### src/design/itoa_pkg.sv
// Shared constants, types and the digit-to-character function for the radix converter.
package itoa_pkg;

  // Field and register widths.
  localparam int NUMBER_WIDTH_DEF = 32;
  localparam int RADIX_W          = 6;
  localparam int CHAR_W           = 7;
  localparam int CFG_ADDR_W       = 1;

  // Register indexes on the configuration port.
  localparam logic [CFG_ADDR_W-1:0] REG_RADIX      = 1'b0;
  localparam logic [CFG_ADDR_W-1:0] REG_UPPER_CASE = 1'b1;

  // Radix limits and reset value.
  localparam logic [RADIX_W-1:0] RADIX_MIN   = 6'd2;
  localparam logic [RADIX_W-1:0] RADIX_MAX   = 6'd36;
  localparam logic [RADIX_W-1:0] RADIX_RESET = 6'd10;

  // Dividend bits consumed by the divider in one cycle.
  localparam int DIV_STEP = 8;

  // Character constants.
  localparam logic [RADIX_W-1:0] DECIMAL_DIGITS = 6'd10;
  localparam logic [CHAR_W-1:0]  ASCII_ZERO     = 7'h30;
  localparam logic [CHAR_W-1:0]  ASCII_UPPER_A  = 7'h41;
  localparam logic [CHAR_W-1:0]  ASCII_LOWER_A  = 7'h61;

  // Commands from the controller to the datapath.
  typedef struct packed {
    logic load;   // take a new number, clear the digit count
    logic step;   // run one chunk of the long division
    logic push;   // this step finishes a digit: store the remainder
    logic pop;    // read out the most significant stored digit
  } ctrl_cmd_t;

  // Status from the datapath to the controller.
  typedef struct packed {
    logic quot_zero;   // the running quotient is zero
    logic have_digit;  // at least one digit is stored
    logic one_left;    // exactly one digit is stored
  } ctrl_status_t;

  // Map a digit value to its ASCII code.
  function automatic logic [CHAR_W-1:0] digit_to_ascii(input logic [RADIX_W-1:0] digit,
                                                       input logic upper);
    logic [CHAR_W-1:0] letter_base;
    letter_base = upper ? ASCII_UPPER_A : ASCII_LOWER_A;
    if (digit < DECIMAL_DIGITS) begin
      return ASCII_ZERO + CHAR_W'(digit);
    end
    return letter_base + CHAR_W'(digit - DECIMAL_DIGITS);
  endfunction

endpackage

### src/design/itoa_ctrl.sv
// Controller state machine that sequences division, digit storage and output.
module itoa_ctrl #(
  parameter int NUMBER_WIDTH = itoa_pkg::NUMBER_WIDTH_DEF
) (
  input  logic                   clk_i,
  input  logic                   rst_ni,
  input  logic                   start_i,
  input  itoa_pkg::ctrl_status_t status_i,
  output itoa_pkg::ctrl_cmd_t    cmd_o,
  output logic                   busy_o
);
  import itoa_pkg::*;

  localparam int CHUNKS  = (NUMBER_WIDTH + DIV_STEP - 1) / DIV_STEP;
  localparam int CHUNK_W = (CHUNKS > 1) ? $clog2(CHUNKS) : 1;
  localparam logic [CHUNK_W-1:0] LAST_CHUNK = CHUNK_W'(CHUNKS - 1);

  typedef enum logic [2:0] {
    ST_IDLE   = 3'b001,
    ST_DIVIDE = 3'b010,
    ST_EMIT   = 3'b100
  } state_e;

  state_e             state_q, state_d;
  logic [CHUNK_W-1:0] chunk_q, chunk_d;

  // Next state and command decode.
  always_comb begin
    state_d = state_q;
    chunk_d = chunk_q;
    cmd_o   = '0;
    case (state_q)
      ST_IDLE: begin
        if (start_i) begin
          cmd_o.load = 1'b1;
          chunk_d    = '0;
          state_d    = ST_DIVIDE;
        end
      end
      ST_DIVIDE: begin
        // At a digit boundary a zero quotient ends the conversion.
        if (chunk_q == '0 && status_i.have_digit && status_i.quot_zero) begin
          state_d = ST_EMIT;
        end else begin
          cmd_o.step = 1'b1;
          cmd_o.push = (chunk_q == LAST_CHUNK);
          chunk_d    = (chunk_q == LAST_CHUNK) ? '0 : chunk_q + 1'b1;
        end
      end
      ST_EMIT: begin
        cmd_o.pop = 1'b1;
        if (status_i.one_left) begin
          state_d = ST_IDLE;
        end
      end
      default: begin
        state_d = ST_IDLE;
      end
    endcase
  end

  // State registers.
  always_ff @(posedge clk_i or negedge rst_ni) begin
    if (!rst_ni) begin
      state_q <= ST_IDLE;
      chunk_q <= '0;
    end else begin
      state_q <= state_d;
      chunk_q <= chunk_d;
    end
  end

  assign busy_o = (state_q != ST_IDLE);

endmodule

### src/design/itoa_datapath.sv
// Datapath: configuration registers, chunked long divider, digit stack and output register.
module itoa_datapath #(
  parameter int NUMBER_WIDTH = itoa_pkg::NUMBER_WIDTH_DEF
) (
  input  logic                                clk_i,
  input  logic                                rst_ni,
  input  logic                                cfg_we_i,
  input  logic [itoa_pkg::CFG_ADDR_W-1:0]     cfg_addr_i,
  input  logic [itoa_pkg::RADIX_W-1:0]        cfg_wdata_i,
  input  logic [NUMBER_WIDTH-1:0]             number_i,
  input  itoa_pkg::ctrl_cmd_t                 cmd_i,
  output itoa_pkg::ctrl_status_t              status_o,
  output logic                                out_valid_o,
  output logic [itoa_pkg::CHAR_W-1:0]         character_o,
  output logic                                last_o
);
  import itoa_pkg::*;

  localparam int CHUNKS = (NUMBER_WIDTH + DIV_STEP - 1) / DIV_STEP;
  localparam int DIV_W  = CHUNKS * DIV_STEP;
  localparam int ADDR_W = $clog2(NUMBER_WIDTH);
  localparam int CNT_W  = $clog2(NUMBER_WIDTH + 1);

  logic [RADIX_W-1:0] radix_q;
  logic               upper_q;
  logic [DIV_W-1:0]   val_q, val_next;
  logic [RADIX_W-1:0] rem_q, rem_next;
  logic [CNT_W-1:0]   cnt_q;
  logic [CNT_W-1:0]   cnt_dec;
  logic [RADIX_W-1:0] digit_mem [NUMBER_WIDTH];
  logic [RADIX_W-1:0] rd_q;
  logic               out_valid_q;
  logic               last_q;

  // Configuration registers; the radix is clamped to its legal range when written.
  always_ff @(posedge clk_i or negedge rst_ni) begin
    if (!rst_ni) begin
      radix_q <= RADIX_RESET;
      upper_q <= 1'b0;
    end else if (cfg_we_i) begin
      case (cfg_addr_i)
        REG_RADIX: begin
          if (cfg_wdata_i < RADIX_MIN) begin
            radix_q <= RADIX_MIN;
          end else if (cfg_wdata_i > RADIX_MAX) begin
            radix_q <= RADIX_MAX;
          end else begin
            radix_q <= cfg_wdata_i;
          end
        end
        REG_UPPER_CASE: begin
          upper_q <= cfg_wdata_i[0];
        end
        default: begin
        end
      endcase
    end
  end

  // One chunk of restoring division: quotient bits shift in as dividend bits shift out.
  always_comb begin
    logic [RADIX_W:0] trial;
    val_next = val_q;
    rem_next = rem_q;
    for (int i = 0; i < DIV_STEP; i++) begin
      trial    = {rem_next, val_next[DIV_W-1]};
      val_next = {val_next[DIV_W-2:0], 1'b0};
      if (trial >= {1'b0, radix_q}) begin
        rem_next    = RADIX_W'(trial - {1'b0, radix_q});
        val_next[0] = 1'b1;
      end else begin
        rem_next = trial[RADIX_W-1:0];
      end
    end
  end

  assign cnt_dec = cnt_q - 1'b1;

  // Division and digit count registers.
  always_ff @(posedge clk_i or negedge rst_ni) begin
    if (!rst_ni) begin
      cnt_q <= '0;
      rem_q <= '0;
    end else if (cmd_i.load) begin
      cnt_q <= '0;
      rem_q <= '0;
    end else if (cmd_i.step) begin
      rem_q <= cmd_i.push ? '0 : rem_next;
      if (cmd_i.push) begin
        cnt_q <= cnt_q + 1'b1;
      end
    end else if (cmd_i.pop) begin
      cnt_q <= cnt_dec;
    end
  end

  // Dividend register holds the running quotient.
  always_ff @(posedge clk_i) begin
    if (cmd_i.load) begin
      val_q <= DIV_W'(number_i);
    end else if (cmd_i.step) begin
      val_q <= val_next;
    end
  end

  // Digit stack: written least significant first, read back in reverse.
  always_ff @(posedge clk_i) begin
    if (cmd_i.step && cmd_i.push) begin
      digit_mem[cnt_q[ADDR_W-1:0]] <= rem_next;
    end
    if (cmd_i.pop) begin
      rd_q   <= digit_mem[cnt_dec[ADDR_W-1:0]];
      last_q <= (cnt_q == CNT_W'(1));
    end
  end

  // Output strobe.
  always_ff @(posedge clk_i or negedge rst_ni) begin
    if (!rst_ni) begin
      out_valid_q <= 1'b0;
    end else begin
      out_valid_q <= cmd_i.pop;
    end
  end

  assign status_o.quot_zero  = (val_q == '0);
  assign status_o.have_digit = (cnt_q != '0);
  assign status_o.one_left   = (cnt_q == CNT_W'(1));

  assign out_valid_o = out_valid_q;
  assign character_o = digit_to_ascii(rd_q, upper_q);
  assign last_o      = last_q;

endmodule

### src/design/integer_to_ascii_radix.sv
// Top level of the integer to ASCII converter in a configurable radix.
//
// A number is requested by raising start_i while busy_o is low; number_i is
// taken at that edge. The block then emits the digits in the configured
// radix (2 to 36), most significant first, one ASCII character per
// out_valid_o pulse on character_o, with last_o high on the final digit.
// Zero gives a single '0'. Each character is shown for exactly one cycle;
// the receiver cannot stall the block and must take it.
// Registers are written on cfg_we_i with cfg_addr_i: index 0 is the radix
// (values outside 2..36 are clamped), index 1 selects upper case letters.
// Write them only while the block is idle.
// Operation: a long divider takes 8 dividend bits per cycle and stores one
// remainder digit per pass over the whole dividend; a zero quotient at a
// digit boundary ends the division, then the digit stack is read out. The
// last character appears in the first cycle that busy_o is low again.
// Reset sets the radix to 10 and lower case letters and aborts any request.
module integer_to_ascii_radix #(
  parameter int NUMBER_WIDTH = itoa_pkg::NUMBER_WIDTH_DEF
) (
  input  logic                            clk_i,
  input  logic                            rst_ni,
  input  logic                            cfg_we_i,
  input  logic [itoa_pkg::CFG_ADDR_W-1:0] cfg_addr_i,
  input  logic [itoa_pkg::RADIX_W-1:0]    cfg_wdata_i,
  input  logic                            start_i,
  output logic                            busy_o,
  input  logic [NUMBER_WIDTH-1:0]         number_i,
  output logic                            out_valid_o,
  output logic [itoa_pkg::CHAR_W-1:0]     character_o,
  output logic                            last_o
);
  import itoa_pkg::*;

  ctrl_cmd_t    cmd;
  ctrl_status_t status;

  // Sequencer.
  itoa_ctrl #(
    .NUMBER_WIDTH(NUMBER_WIDTH)
  ) u_ctrl (
    .clk_i   (clk_i),
    .rst_ni  (rst_ni),
    .start_i (start_i),
    .status_i(status),
    .cmd_o   (cmd),
    .busy_o  (busy_o)
  );

  // Divider, digit stack and output.
  itoa_datapath #(
    .NUMBER_WIDTH(NUMBER_WIDTH)
  ) u_datapath (
    .clk_i      (clk_i),
    .rst_ni     (rst_ni),
    .cfg_we_i   (cfg_we_i),
    .cfg_addr_i (cfg_addr_i),
    .cfg_wdata_i(cfg_wdata_i),
    .number_i   (number_i),
    .cmd_i      (cmd),
    .status_o   (status),
    .out_valid_o(out_valid_o),
    .character_o(character_o),
    .last_o     (last_o)
  );

  // A new number is only loaded when the block is idle.
  assert property (@(posedge clk_i) disable iff (!rst_ni) cmd.load |-> !busy_o)
    else $error("number loaded while busy");

  // The divider and the digit readout never run in the same cycle.
  assert property (@(posedge clk_i) disable iff (!rst_ni) !(cmd.step && cmd.pop))
    else $error("division step and digit readout overlap");

  // Every character comes from a request that was in progress.
  assert property (@(posedge clk_i) disable iff (!rst_ni) out_valid_o |-> $past(busy_o))
    else $error("character emitted without a request");

  // The final character of a number is not followed directly by another.
  assert property (@(posedge clk_i) disable iff (!rst_ni)
                   (out_valid_o && last_o) |=> !out_valid_o)
    else $error("character emitted right after the last one");

endmodule
### config.mk
export PLATFORM = sky130hd
export DESIGN_NAME = integer_to_ascii_radix
export DESIGN_NICKNAME = d
export VERILOG_FILES = /design/src/design/itoa_pkg.sv /design/src/design/itoa_ctrl.sv /design/src/design/itoa_datapath.sv /design/src/design/integer_to_ascii_radix.sv
export SDC_FILE = /design/constraint.sdc
export NUM_CORES = 1
export LEC_CHECK = 0
export BUFFER_PORTS_ARGS = -buffer_cell sky130_fd_sc_hd__buf_4
export CORE_ASPECT_RATIO = 0.7
export CORE_MARGIN = 4
export CORE_UTILIZATION = 58
export CTS_BUF_LIST = sky130_fd_sc_hd__clkbuf_8
export CTS_CLUSTER_DIAMETER = 200
export DETAILED_ROUTE_END_ITERATION = 10
export GPL_ROUTABILITY_DRIVEN = 0
export GPL_TIMING_DRIVEN = 0
export MAX_ROUTING_LAYER = met4
export PLACE_DENSITY = 0.79
export SLEW_MARGIN = 20
export SYNTH_ARGS = -nofsm -noshare
export SYNTH_HDL_FRONTEND = slang
export SYNTH_SLANG_ARGS = --single-unit
### constraint.sdc
create_clock -name clk_i -period 17.8 [get_ports clk_i]
set_input_delay 3.56 -clock clk_i [delete_from_list [all_inputs] [get_ports clk_i]]
set_output_delay 3.56 -clock clk_i [all_outputs]
set_load 0.1 [all_outputs]
==> qor.txt, run 1 <==
Buffers on Ports: 52
Crit path time final: 16.92 ns
Hold Violations, Final: 0
Slew HR: 35.9%
Effective utilization at floorplan: 59.2%
Post-synth ARST share: 9.77%
Yosys reg bits: 256
Sequential element share of the synthesized area: 56.4%
Critical R2R Capture: u_datapath.rem_q[2]
Worst Hold Path Cells: 2
Hold WS: 0.493 ns
Complex-gate fraction of the synthesized area: 7.89%
Post-synthesis instance area: 13,400 sq um
GRT Total Usage: 25.1%
Hold Path Class: reg2reg
Share of post-route cells with drive strength above 1: 23.5%
Critical Path AT: 17.33 ns
Largest family of logic cells by synthesized area: multiplexers
Worst Skew: 0.0177 ns
Initial antenna violation count: 2
Actual slew at the worst max-slew pin: 0.961 ns
DR pass1 iterations: 5
Post-synth top flop: sky130_fd_sc_hd__edfxtp_1
Clock tree root driver cell: sky130_fd_sc_hd__clkbuf_8
Ranking of synthesized cells by area: sky130_fd_sc_hd__edfxtp_1 (52%), sky130_fd_sc_hd__mux4_2 (10%), sky130_fd_sc_hd__ha_1 (5.9%)
Fill cell instance count of the final layout: 1,584
Grt ovf: 0
Proportion of netlist area held by the largest area contributor: 51.7%
Cell variety after synth: 79
Num ports: 53
Core outline area: 22,700 sq um
Routed length per instance: 21.9 um
Delay of the slowest critical-path stage: 0.69 ns
Wire length of the first global-routing pass: 47,800 um
Mean Syn Cell Area: 13.5 sq um
Row Count: 46
Maximum clock path buffer count: 3
Simple-gate area share of the yosys netlist: 10.5%
Mux cell area share after synthesis: 13.2%
Nets: 1,237
Cell taking the most area after synthesis: sky130_fd_sc_hd__edfxtp_1
Chip Width: 190 um
Share of synthesized cell area in full adder, half adder and majority cells: 7.29%
Maximum number of pins on one net before global-route repair: 37
Syn_nets: 1,110
TritonCTS clock tree: built
Highest achievable clock rate: 59.1 MHz
Most numerous cell on the critical path: sky130_fd_sc_hd__ha_1
Setup-violating endpoint count in the final report: 0
Type of origin of the critical path: flip-flop
Final wirelength: 32,100 um
Crit-path leading delay family: compound AO/OA/AOI/OAI gates
Final critical-path share of the clock period: 95.0%
Detailed-route vias per instance: 6.11
Xor/xnor share of the synthesized area: 2.15%
Number of global-route vias before repair: 8,475
Die Ht: 135 um
Area growth from synthesis to final layout: 14.9%
Total of max-cap violations: 0
Mapped Cells: 995
Most frequent cells in the layout: sky130_fd_sc_hd__edfxtp_1 (231), sky130_fd_sc_hd__nand2_1 (117), sky130_fd_sc_hd__buf_4 (79)
Clock transition at the registers of the reported paths: 0.06 ns
Path depth of the worst reg2reg path: 75
Setup slack of the worst register-to-register path: 0.88 ns
Detailed Route Iter0 Violations: 1,172
Endpoint class of the critical path: flip-flop
Cts bufs inserted: 40
Critical R2R Launch: u_datapath.radix_q[0]
Maximum net fanout on the critical path: 17
Run status: finished clean
Final-report max-slew violation count: 0
Slowest stage cell on the critical path: sky130_fd_sc_hd__dfrtp_1
Vias after detailed routing: 8,923
Start point of the worst hold path: u_datapath.radix_q[4]
Number of sinks on the clock net: 256
Number of H-tree levels: 2
DP HPWL: 21,800 um
Antenna Nets Post-Route: 0
Die Outline Area: 25,700 sq um
Number of synthesized flops with an enable pin: 231
Detailed-route DRC error count: 0
CP Class: reg2reg
Leading cell type in the layout, fill and taps excluded: sky130_fd_sc_hd__edfxtp_1
Worst-skew pair later-pin latency: 0.53 ns
Buffers & Inverters on Critical Path: 8
Count of yosys warnings during synthesis: 0
Hold Crit Endpoint: u_datapath.radix_q[4]
Data required time at the worst endpoint: 18.21 ns
## cells in the mapped netlist (all sizes together) (6+ instances only)
| master | number |
|---|---|
| fa | 9 |
| nor3 | 7 |
| nand2 | 119 |
| and3 | 8 |
| nand2b | 12 |
| nor2 | 80 |
| nand3b | 7 |
| xor2 | 14 |
| or2 | 8 |
| edfxtp | 231 |
| nor2b | 13 |
| mux2i | 14 |
| mux4 | 60 |
| dfrtp | 22 |
| inv | 55 |
| clkbuf | 26 |
| ha | 63 |
| nand3 | 13 |
| a21oi | 38 |
| o21ai | 34 |
| xnor2 | 19 |
| mux2 | 24 |
| buf | 7 |
| a21o | 13 |
| a22o | 8 |
| nor4 | 9 |
| a21boi | 6 |
## logic make-up after synthesis
family | Yosys count
XOR/XNOR | 33
adder cells (fa/ha/maj) | 73
AO/OA/AOI/OAI | 147
flip-flops | 256
buffers and inverters | 88
AND/OR/NAND/NOR | 300
multiplexers | 98
## layer usage
layer / track usage, % / vias up / part of all wire [%]
met5: - / - / 0
met4: 5.06 / 0 / 1.6
met3: 5.15 / 56 / 12
met2: 34.2 / 474 / 43
met1: 39.6 / 4364 / 44
li1: - / 4029 / -
## registers in the layout, summed over array words and instances (netlist names)
signal	flops
u_ctrl.chunk_q	2
u_ctrl.state_q	3
u_datapath.cnt_q	6
u_datapath.digit_mem	192
u_datapath.last_o	1
u_datapath.out_valid_o	1
u_datapath.radix_q	6
u_datapath.rd_q	6
u_datapath.rem_q	6
u_datapath.upper_q	1
u_datapath.val_q	32
## worst min-delay path, cell delays in order, from the launching register on
cell and delay [ns]:
sky130_fd_sc_hd__dfrtp_1 0.34, sky130_fd_sc_hd__nand2_1 0.05, sky130_fd_sc_hd__o21ai_0 0.07
## how the worst max path moves through the flow
stage	start	slack (ns)	cells after the start	to
5_1_grt	u_datapath.radix_q[1]	-0.07	80	u_datapath.rem_q[2]
3_5_place_dp	u_datapath.radix_q[1]	-1.80	75	u_datapath.digit_mem[5][0]
6_report	u_datapath.radix_q[0]	0.88	75	u_datapath.rem_q[2]
4_1_cts	u_datapath.radix_q[3]	0.05	79	u_datapath.rem_q[2]
2_1_floorplan	u_datapath.radix_q[1]	1.13	75	u_datapath.digit_mem[0][0]
3_3_place_gp	u_datapath.radix_q[1]	-3.04	74	u_datapath.digit_mem[4][0]
## cell type report
type / instances / area (sq um) / share of cell area (%)
Antenna cell: 1 / 2.50 / 0.0162
Buffer: 33 / 143 / 0.925
Multi-Input combinational cell: 654 / 5690 / 36.9
Sequential cell: 256 / 7570 / 49.1
Inverter: 55 / 218 / 1.41
Clock buffer: 42 / 578 / 3.75
Clock inverter: 26 / 164 / 1.06
Tap cell: 312 / 390 / 2.53
Timing Repair Buffer: 82 / 659 / 4.28
## timing repair
item,CTS,global route
hold buffers,0,0
resized for setup,9,27
setup buffers,9,18
gates cloned,0,3
endpoints found under the hold margin,0,0
pin swaps,2,2
endpoints found under the setup margin,199,199
## per-stage QoR
step / utilization, % / instances / worst slack (ns) / setup TNS, ns / cell area, sq um
floorplan: - / 995 / 1.13 / 0 / 13400
global placement: 62.6 / 1359 / -3.04 / -325.11 / 14200
detailed placement: 62.9 / 1361 / -1.80 / -306.91 / 14300
CTS: 66.7 / 1438 / 0.0463 / 0 / 15100
global route: 68.0 / 1461 / -0.0667 / -0.209 / 15400
finish: 68.0 / 1461 / 0.882 / 0 / 15400
Power of run 1 is not shown: default switching activity piles up to over one toggle a cycle in this logic, so the estimate is an artifact.
==> run 2, diff against run 1 <==
--- a/config.mk
+++ b/config.mk
@@ -15,7 +15,7 @@
 export GPL_ROUTABILITY_DRIVEN = 0
 export GPL_TIMING_DRIVEN = 0
 export MAX_ROUTING_LAYER = met4
-export PLACE_DENSITY = 0.79
+export PLACE_DENSITY = 0.76
 export SLEW_MARGIN = 20
 export SYNTH_ARGS = -nofsm -noshare
 export SYNTH_HDL_FRONTEND = slang
==> run 2 against run 1 <==
Sequential share of layout area decreased by 0.15 points; non-clock buffer count grew 3; clock skew up 0.0078 ns; critical path depth increased by 1; largest cell class unchanged.
==> qor.txt, run 2 (synthesis results as in run 1) <==
Run status: finished clean (unchanged)
Maximum number of pins on one net before global-route repair: 37 (unchanged)
Vias after detailed routing: 9,033 (was 8,923)
GRT Total Usage: 25.7% (was 25.1%)
Setup-violating endpoint count in the final report: 0 (unchanged)
Total area of sequential cells: 7570 sq um (about the same)
Met1 global-route usage: 38.2% (was 39.6%)
Final wirelength: 32,700 um (was 32,100 um)
Routed length per instance: 22.3 um (was 21.9 um)
Hold Crit Endpoint: u_datapath.radix_q[5] (was u_datapath.radix_q[4])
Core outline area: 22,700 sq um (unchanged)
DR pass1 iterations: 6 (was 5)
Met2 Use GR: 35.3% (was 34.2%)
Hold Violations, Final: 0 (unchanged)
Final cell utilization of the core: 68.2% (was 68.0%)
Clock transition at the registers of the reported paths: 0.06 ns (about the same)
Delay of the slowest critical-path stage: 0.56 ns (was 0.69 ns)
Number of non-filler instances in the completed layout: 1,465 (was 1,461)
Maximum clock path buffer count: 3 (unchanged)
Number of antenna cells inserted: 0 (was 1)
CP Class: reg2reg (unchanged)
Number of global-route vias before repair: 8,545 (was 8,475)
Leading cell type in the layout, fill and taps excluded: sky130_fd_sc_hd__edfxtp_1 (unchanged)
Detailed-route DRC error count: 0 (unchanged)
Setup slack of the worst register-to-register path: 0.90 ns (was 0.88 ns)
Setup WS pre-CTS: -1.82 ns (was -1.80 ns)
Post-route setup slack: 0.901 ns (was 0.882 ns)
Effective utilization at floorplan: 59.2% (unchanged)
Type of origin of the critical path: flip-flop (unchanged)
Path depth of the worst reg2reg path: 76 (was 75)
Start point of the worst hold path: u_datapath.radix_q[5] (was u_datapath.radix_q[4])
Final-report max-slew violation count: 0 (unchanged)
Endpoint class of the critical path: flip-flop (unchanged)
Wire length of the first global-routing pass: 48,800 um (was 47,800 um)
Grt ovf: 0 (unchanged)
Detailed-route vias per instance: 6.17 (was 6.11)
Worst Hold Path Cells: 1 (was 2)
Row Count: 46 (unchanged)
Data required time at the worst endpoint: 18.22 ns (was 18.21 ns)
Cts bufs inserted: 39 (was 40)
Share of post-route cells with drive strength above 1: 24.0% (was 23.5%)
Area growth from synthesis to final layout: 15.3% (was 14.9%)
Crit path time final: 16.90 ns (was 16.92 ns)
Highest achievable clock rate: 59.2 MHz (was 59.1 MHz)
Worst Skew: 0.0255 ns (was 0.0177 ns)
Die Outline Area: 25,700 sq um (unchanged)
Final critical-path share of the clock period: 94.9% (was 95.0%)
Area of combinational cells with multiple inputs: 5730 sq um (was 5690 sq um)
Slew HR: 30.1% (was 35.9%)
Largest register FFs: 192 (unchanged)
Critical R2R Launch: u_datapath.radix_q[3] (was u_datapath.radix_q[0])
Maximum net fanout on the critical path: 17 (unchanged)
Critical R2R Capture: u_datapath.rem_q[2] (unchanged)
Critical Path AT: 17.32 ns (was 17.33 ns)
Most numerous cell on the critical path: sky130_fd_sc_hd__ha_1 (unchanged)
Most frequent cells in the layout: sky130_fd_sc_hd__edfxtp_1 (231), sky130_fd_sc_hd__nand2_1 (117), sky130_fd_sc_hd__buf_4 (81) (was sky130_fd_sc_hd__edfxtp_1 (231), sky130_fd_sc_hd__nand2_1 (117), sky130_fd_sc_hd__buf_4 (79))
Worst-skew pair later-pin latency: 0.54 ns (was 0.53 ns)
Nets: 1,239 (was 1,237)
Chip Width: 190 um (unchanged)
Initial antenna violation count: 0 (was 2)
Fill cell instance count of the final layout: 1,630 (was 1,584)
Clock tree root driver cell: sky130_fd_sc_hd__clkbuf_8 (unchanged)
Buffers on Ports: 52 (unchanged)
GR Layer Usage met3: 8.60% (was 5.15%)
Cell Count Post-Placement: 1,362 (was 1,361)
Detailed Route Iter0 Violations: 1,104 (was 1,172)
DP HPWL: 22,200 um (was 21,800 um)
Slowest stage cell on the critical path: sky130_fd_sc_hd__dfstp_2 (was sky130_fd_sc_hd__dfrtp_1)
Number of sinks on the clock net: 256 (unchanged)
Actual slew at the worst max-slew pin: 1.04 ns (was 0.961 ns)
Cts-stage hold buffer count: 0 (unchanged)
Total of max-cap violations: 0 (unchanged)
Die Ht: 135 um (unchanged)
TritonCTS clock tree: built (unchanged)
Hold Path Class: reg2reg (unchanged)
Layer carrying the most global-route usage: met1 (unchanged)
Antenna Nets Post-Route: 0 (unchanged)
Num ports: 53 (unchanged)
Number of H-tree levels: 2 (unchanged)
## run 2: worst max-delay path by stage
stage / startpoint / end / slack [ns] / cells past startpoint
3_3_place_gp: u_datapath.radix_q[1] / u_datapath.digit_mem[26][1] / -3.08 / 74
3_5_place_dp: u_datapath.radix_q[1] / u_datapath.rem_q[1] / -1.82 / 76
2_1_floorplan: u_datapath.radix_q[1] / u_datapath.digit_mem[0][0] / 1.13 / 75
6_report: u_datapath.radix_q[3] / u_datapath.rem_q[2] / 0.90 / 76
5_1_grt: u_datapath.radix_q[3] / u_datapath.rem_q[2] / -0.10 / 79
4_1_cts: u_datapath.radix_q[3] / u_datapath.rem_q[2] / 0.03 / 78
## run 2: final cells by class
class | count | area share, %
sequential | 256 | 48.9
multi-input combinational | 654 | 37.0
timing repair buffer | 85 | 4.63
clock buffer | 42 | 3.74
tap | 312 | 2.52
inverter | 55 | 1.41
buffer | 33 | 0.930
clock inverter | 28 | 0.793
## run 2: critical path, delay by kind of cell (launching register included)
| kind | cells | cell delay [ns] |
|---|---|---|
| buffers and inverters | 10 | 1.39 |
| AOI/OAI and AO/OA | 33 | 6.37 |
| DFF | 1 | 0.56 |
| and+or+nand+nor | 18 | 3.35 |
| adders and majority gates | 8 | 2.47 |
| muxes | 7 | 2.62 |
## run 2: metrics by stage
step                      setup TNS, ns  instance area (sq um)  hold WS [ns]
final                                 0                  15500         0.513
after global routing              -1.90                  15500         0.535
after CTS                             0                  15100         0.490
after detailed placement        -315.02                  14300         0.482
after global placement          -346.58                  14200         0.472
after floorplan                       0                  13400         0.450
## run 2: what timing repair did
action | CTS | global route
gates cloned | 0 | 3
setup endpoints to repair | 199 | 199
gates resized for setup | 13 | 28
pin swaps | 1 | 5
buffers inserted | 4 | 26
## run 2: layer usage
| layer | share of wire [%] | routed length [um] |
|---|---|---|
| met5 | 0 | 0 |
| met4 | 1.3 | 415 |
| met2 | 43 | 14000 |
| met3 | 13 | 4290 |
| met1 | 43 | 14100 |
Power of run 2 is left out for the same reason.
==> run 3, diff against run 2 <==
--- a/config.mk
+++ b/config.mk
@@ -7,15 +7,14 @@
 export LEC_CHECK = 0
 export BUFFER_PORTS_ARGS = -buffer_cell sky130_fd_sc_hd__buf_4
 export CORE_ASPECT_RATIO = 0.7
-export CORE_MARGIN = 4
-export CORE_UTILIZATION = 58
+export CORE_UTILIZATION = 60
 export CTS_BUF_LIST = sky130_fd_sc_hd__clkbuf_8
 export CTS_CLUSTER_DIAMETER = 200
 export DETAILED_ROUTE_END_ITERATION = 10
 export GPL_ROUTABILITY_DRIVEN = 0
 export GPL_TIMING_DRIVEN = 0
 export MAX_ROUTING_LAYER = met4
-export PLACE_DENSITY = 0.76
+export PLACE_DENSITY = 0.75
 export SLEW_MARGIN = 20
 export SYNTH_ARGS = -nofsm -noshare
 export SYNTH_HDL_FRONTEND = slang
==> constraint.sdc (replaced) <==
create_clock -name clk_i -period 16.9 [get_ports clk_i]
set_input_delay 3.38 -clock clk_i [delete_from_list [all_inputs] [get_ports clk_i]]
set_output_delay 3.38 -clock clk_i [all_outputs]
set_load 0.1 [all_outputs]
==> run 3 against run 2 <==
First-iteration DRC count is 0.72% higher; critical path type unchanged; cell area is 1.0% higher; highest routed layer unchanged; via count is 0.90% higher; flip-flop and latch count stayed put; core utilization is 3.5 points higher; register-to-register slack worse by 0.32 ns; critical path depth is 2 lower; die area is 11% lower.
==> qor.txt, run 3 (synthesis results as in run 1) <==
Start point of the worst hold path: u_datapath.radix_q[4] (was u_datapath.radix_q[5])
Vias after detailed routing: 9,114 (was 9,033)
DR pass1 iterations: 6 (unchanged)
Grt ovf: 0 (unchanged)
Maximum net fanout on the critical path: 16 (was 17)
Post-route setup slack: 0.582 ns (was 0.901 ns)
Final-report max-slew violation count: 0 (unchanged)
Routed length per instance: 22.8 um (was 22.3 um)
Total negative setup slack: 0 ns (unchanged)
Die Ht: 127 um (was 135 um)
Detailed-route DRC error count: 0 (unchanged)
Type of origin of the critical path: flip-flop (unchanged)
Total of max-cap violations: 0 (unchanged)
Actual slew at the worst max-slew pin: 1.03 ns (was 1.04 ns)
Critical R2R Launch: u_datapath.radix_q[3] (unchanged)
Setup-violating endpoint count in the final report: 0 (unchanged)
Critical R2R Capture: u_datapath.digit_mem[31][4] (was u_datapath.rem_q[2])
Data required time at the worst endpoint: 17.14 ns (was 18.22 ns)
Most numerous cell on the critical path: sky130_fd_sc_hd__mux2_2 (was sky130_fd_sc_hd__ha_1)
Detailed Route Iter0 Violations: 1,112 (was 1,104)
Crit path time final: 16.32 ns (was 16.90 ns)
CP Class: reg2reg (unchanged)
Hold Crit Endpoint: u_datapath.radix_q[4] (was u_datapath.radix_q[5])
Critical Path AT: 16.56 ns (was 17.32 ns)
Clock tree root driver cell: sky130_fd_sc_hd__clkbuf_8 (unchanged)
Setup WS pre-CTS: -2.65 ns (was -1.82 ns)
Final critical-path share of the clock period: 96.6% (was 94.9%)
Highest achievable clock rate: 61.3 MHz (was 59.2 MHz)
Effective utilization at floorplan: 61.6% (was 59.2%)
Detailed-route vias per instance: 6.31 (was 6.17)
Chip Width: 181 um (was 190 um)
Setup slack of the worst register-to-register path: 0.58 ns (was 0.90 ns)
Hold Violations, Final: 0 (unchanged)
Delay of the slowest critical-path stage: 0.55 ns (was 0.56 ns)
Endpoint class of the critical path: flip-flop (unchanged)
Leading cell type in the layout, fill and taps excluded: sky130_fd_sc_hd__edfxtp_1 (unchanged)
Nets: 1,246 (was 1,239)
Hold Path Class: reg2reg (unchanged)
Num ports: 53 (unchanged)
Share of post-route cells with drive strength above 1: 25.8% (was 24.0%)
Die Outline Area: 23,000 sq um (was 25,700 sq um)
Buffers on Ports: 52 (unchanged)
Cts bufs inserted: 40 (was 39)
Number of H-tree levels: 2 (unchanged)
Wire length of the first global-routing pass: 48,700 um (was 48,800 um)
Cts-stage hold buffer count: 0 (unchanged)
Slew HR: 30.9% (was 30.1%)
Area growth from synthesis to final layout: 16.5% (was 15.3%)
TritonCTS clock tree: built (unchanged)
Row Count: 45 (was 46)
Number of sinks on the clock net: 256 (unchanged)
Worst Hold Path Cells: 2 (was 1)
Maximum number of pins on one net before global-route repair: 37 (unchanged)
Worst-skew pair later-pin latency: 0.55 ns (was 0.54 ns)
Worst Skew: 0.0305 ns (was 0.0255 ns)
Final wirelength: 32,900 um (was 32,700 um)
Largest register FFs: 192 (unchanged)
DP HPWL: 21,800 um (was 22,200 um)
Clock transition at the registers of the reported paths: 0.06 ns (about the same)
Area of combinational cells with multiple inputs: 5870 sq um (was 5730 sq um)
Core outline area: 21,800 sq um (was 22,700 sq um)
Most frequent cells in the layout: sky130_fd_sc_hd__edfxtp_1 (231), sky130_fd_sc_hd__nand2_1 (116), sky130_fd_sc_hd__buf_4 (82) (was sky130_fd_sc_hd__edfxtp_1 (231), sky130_fd_sc_hd__nand2_1 (117), sky130_fd_sc_hd__buf_4 (81))
GRT Total Usage: 29.6% (was 25.7%)
Fill cell instance count of the final layout: 1,455 (was 1,630)
Antenna Nets Post-Route: 0 (unchanged)
Initial antenna violation count: 2 (was 0)
Number of global-route vias before repair: 8,377 (was 8,545)
Path depth of the worst reg2reg path: 74 (was 76)
Total area of sequential cells: 7570 sq um (unchanged)
Hold WS: 0.498 ns (was 0.513 ns)
Maximum clock path buffer count: 3 (unchanged)
Run status: finished clean (unchanged)
Slowest stage cell on the critical path: sky130_fd_sc_hd__dfstp_2 (unchanged)
## run 3: worst max path at each step
stage	cells after the start	from	slack (ns)	endpoint
after floorplan	75	u_datapath.radix_q[1]	0.23	u_datapath.digit_mem[0][0]
after global placement	74	u_datapath.radix_q[1]	-4.13	u_datapath.digit_mem[4][0]
after detailed placement	75	u_datapath.radix_q[1]	-2.65	u_datapath.digit_mem[5][0]
after CTS	78	u_datapath.radix_q[3]	0.03	u_datapath.rem_q[2]
after global routing	79	u_datapath.radix_q[1]	-0.09	u_datapath.rem_q[0]
final	74	u_datapath.radix_q[3]	0.58	u_datapath.digit_mem[31][4]
## run 3: cell type report
type / instances / area share, %
inverter: 55 / 1.39
buffer: 33 / 0.937
tap: 282 / 2.26
antenna: 1 / 0.0160
clock inverter: 31 / 1.12
multi-input combinational: 659 / 37.5
sequential: 256 / 48.5
timing repair buffer: 86 / 4.66
clock buffer: 41 / 3.61
## run 3: per-layer routing
| layer | track usage, % | vias up | wire length (um) |
|---|---|---|---|
| met3 | 6.90 | 50 | 4040 |
| met2 | 38.4 | 509 | 13400 |
| li1 | - | 4053 | - |
| met4 | 6.23 | 0 | 418 |
| met5 | - | - | 0 |
| met1 | 47.0 | 4502 | 15100 |
## run 3: per-stage QoR
stage	area, sq um	util, %	std cells
after CTS	15300	70.0	1419
final	15600	71.7	1444
after detailed placement	14300	65.4	1332
after global routing	15600	71.7	1444
after global placement	14200	65.0	1329
after floorplan	13400	-	995
## run 3: what timing repair did
action	CTS	global route
buffers inserted	11	19
hold endpoints to repair	0	0
pin swaps	3	11
resized for setup	30	34
cloned	4	5
endpoints found under the setup margin	199	199
## run 3: critical path, delay by kind of cell (launching register included)
family          cells  cell delay (ns)
compound gates     32             6.15
mux                 8             2.89
simple gates       17             2.78
fa+ha+maj           8             2.34
buf+inv             9             1.28
flops               1             0.55
Power of run 3 is left out for the same reason.
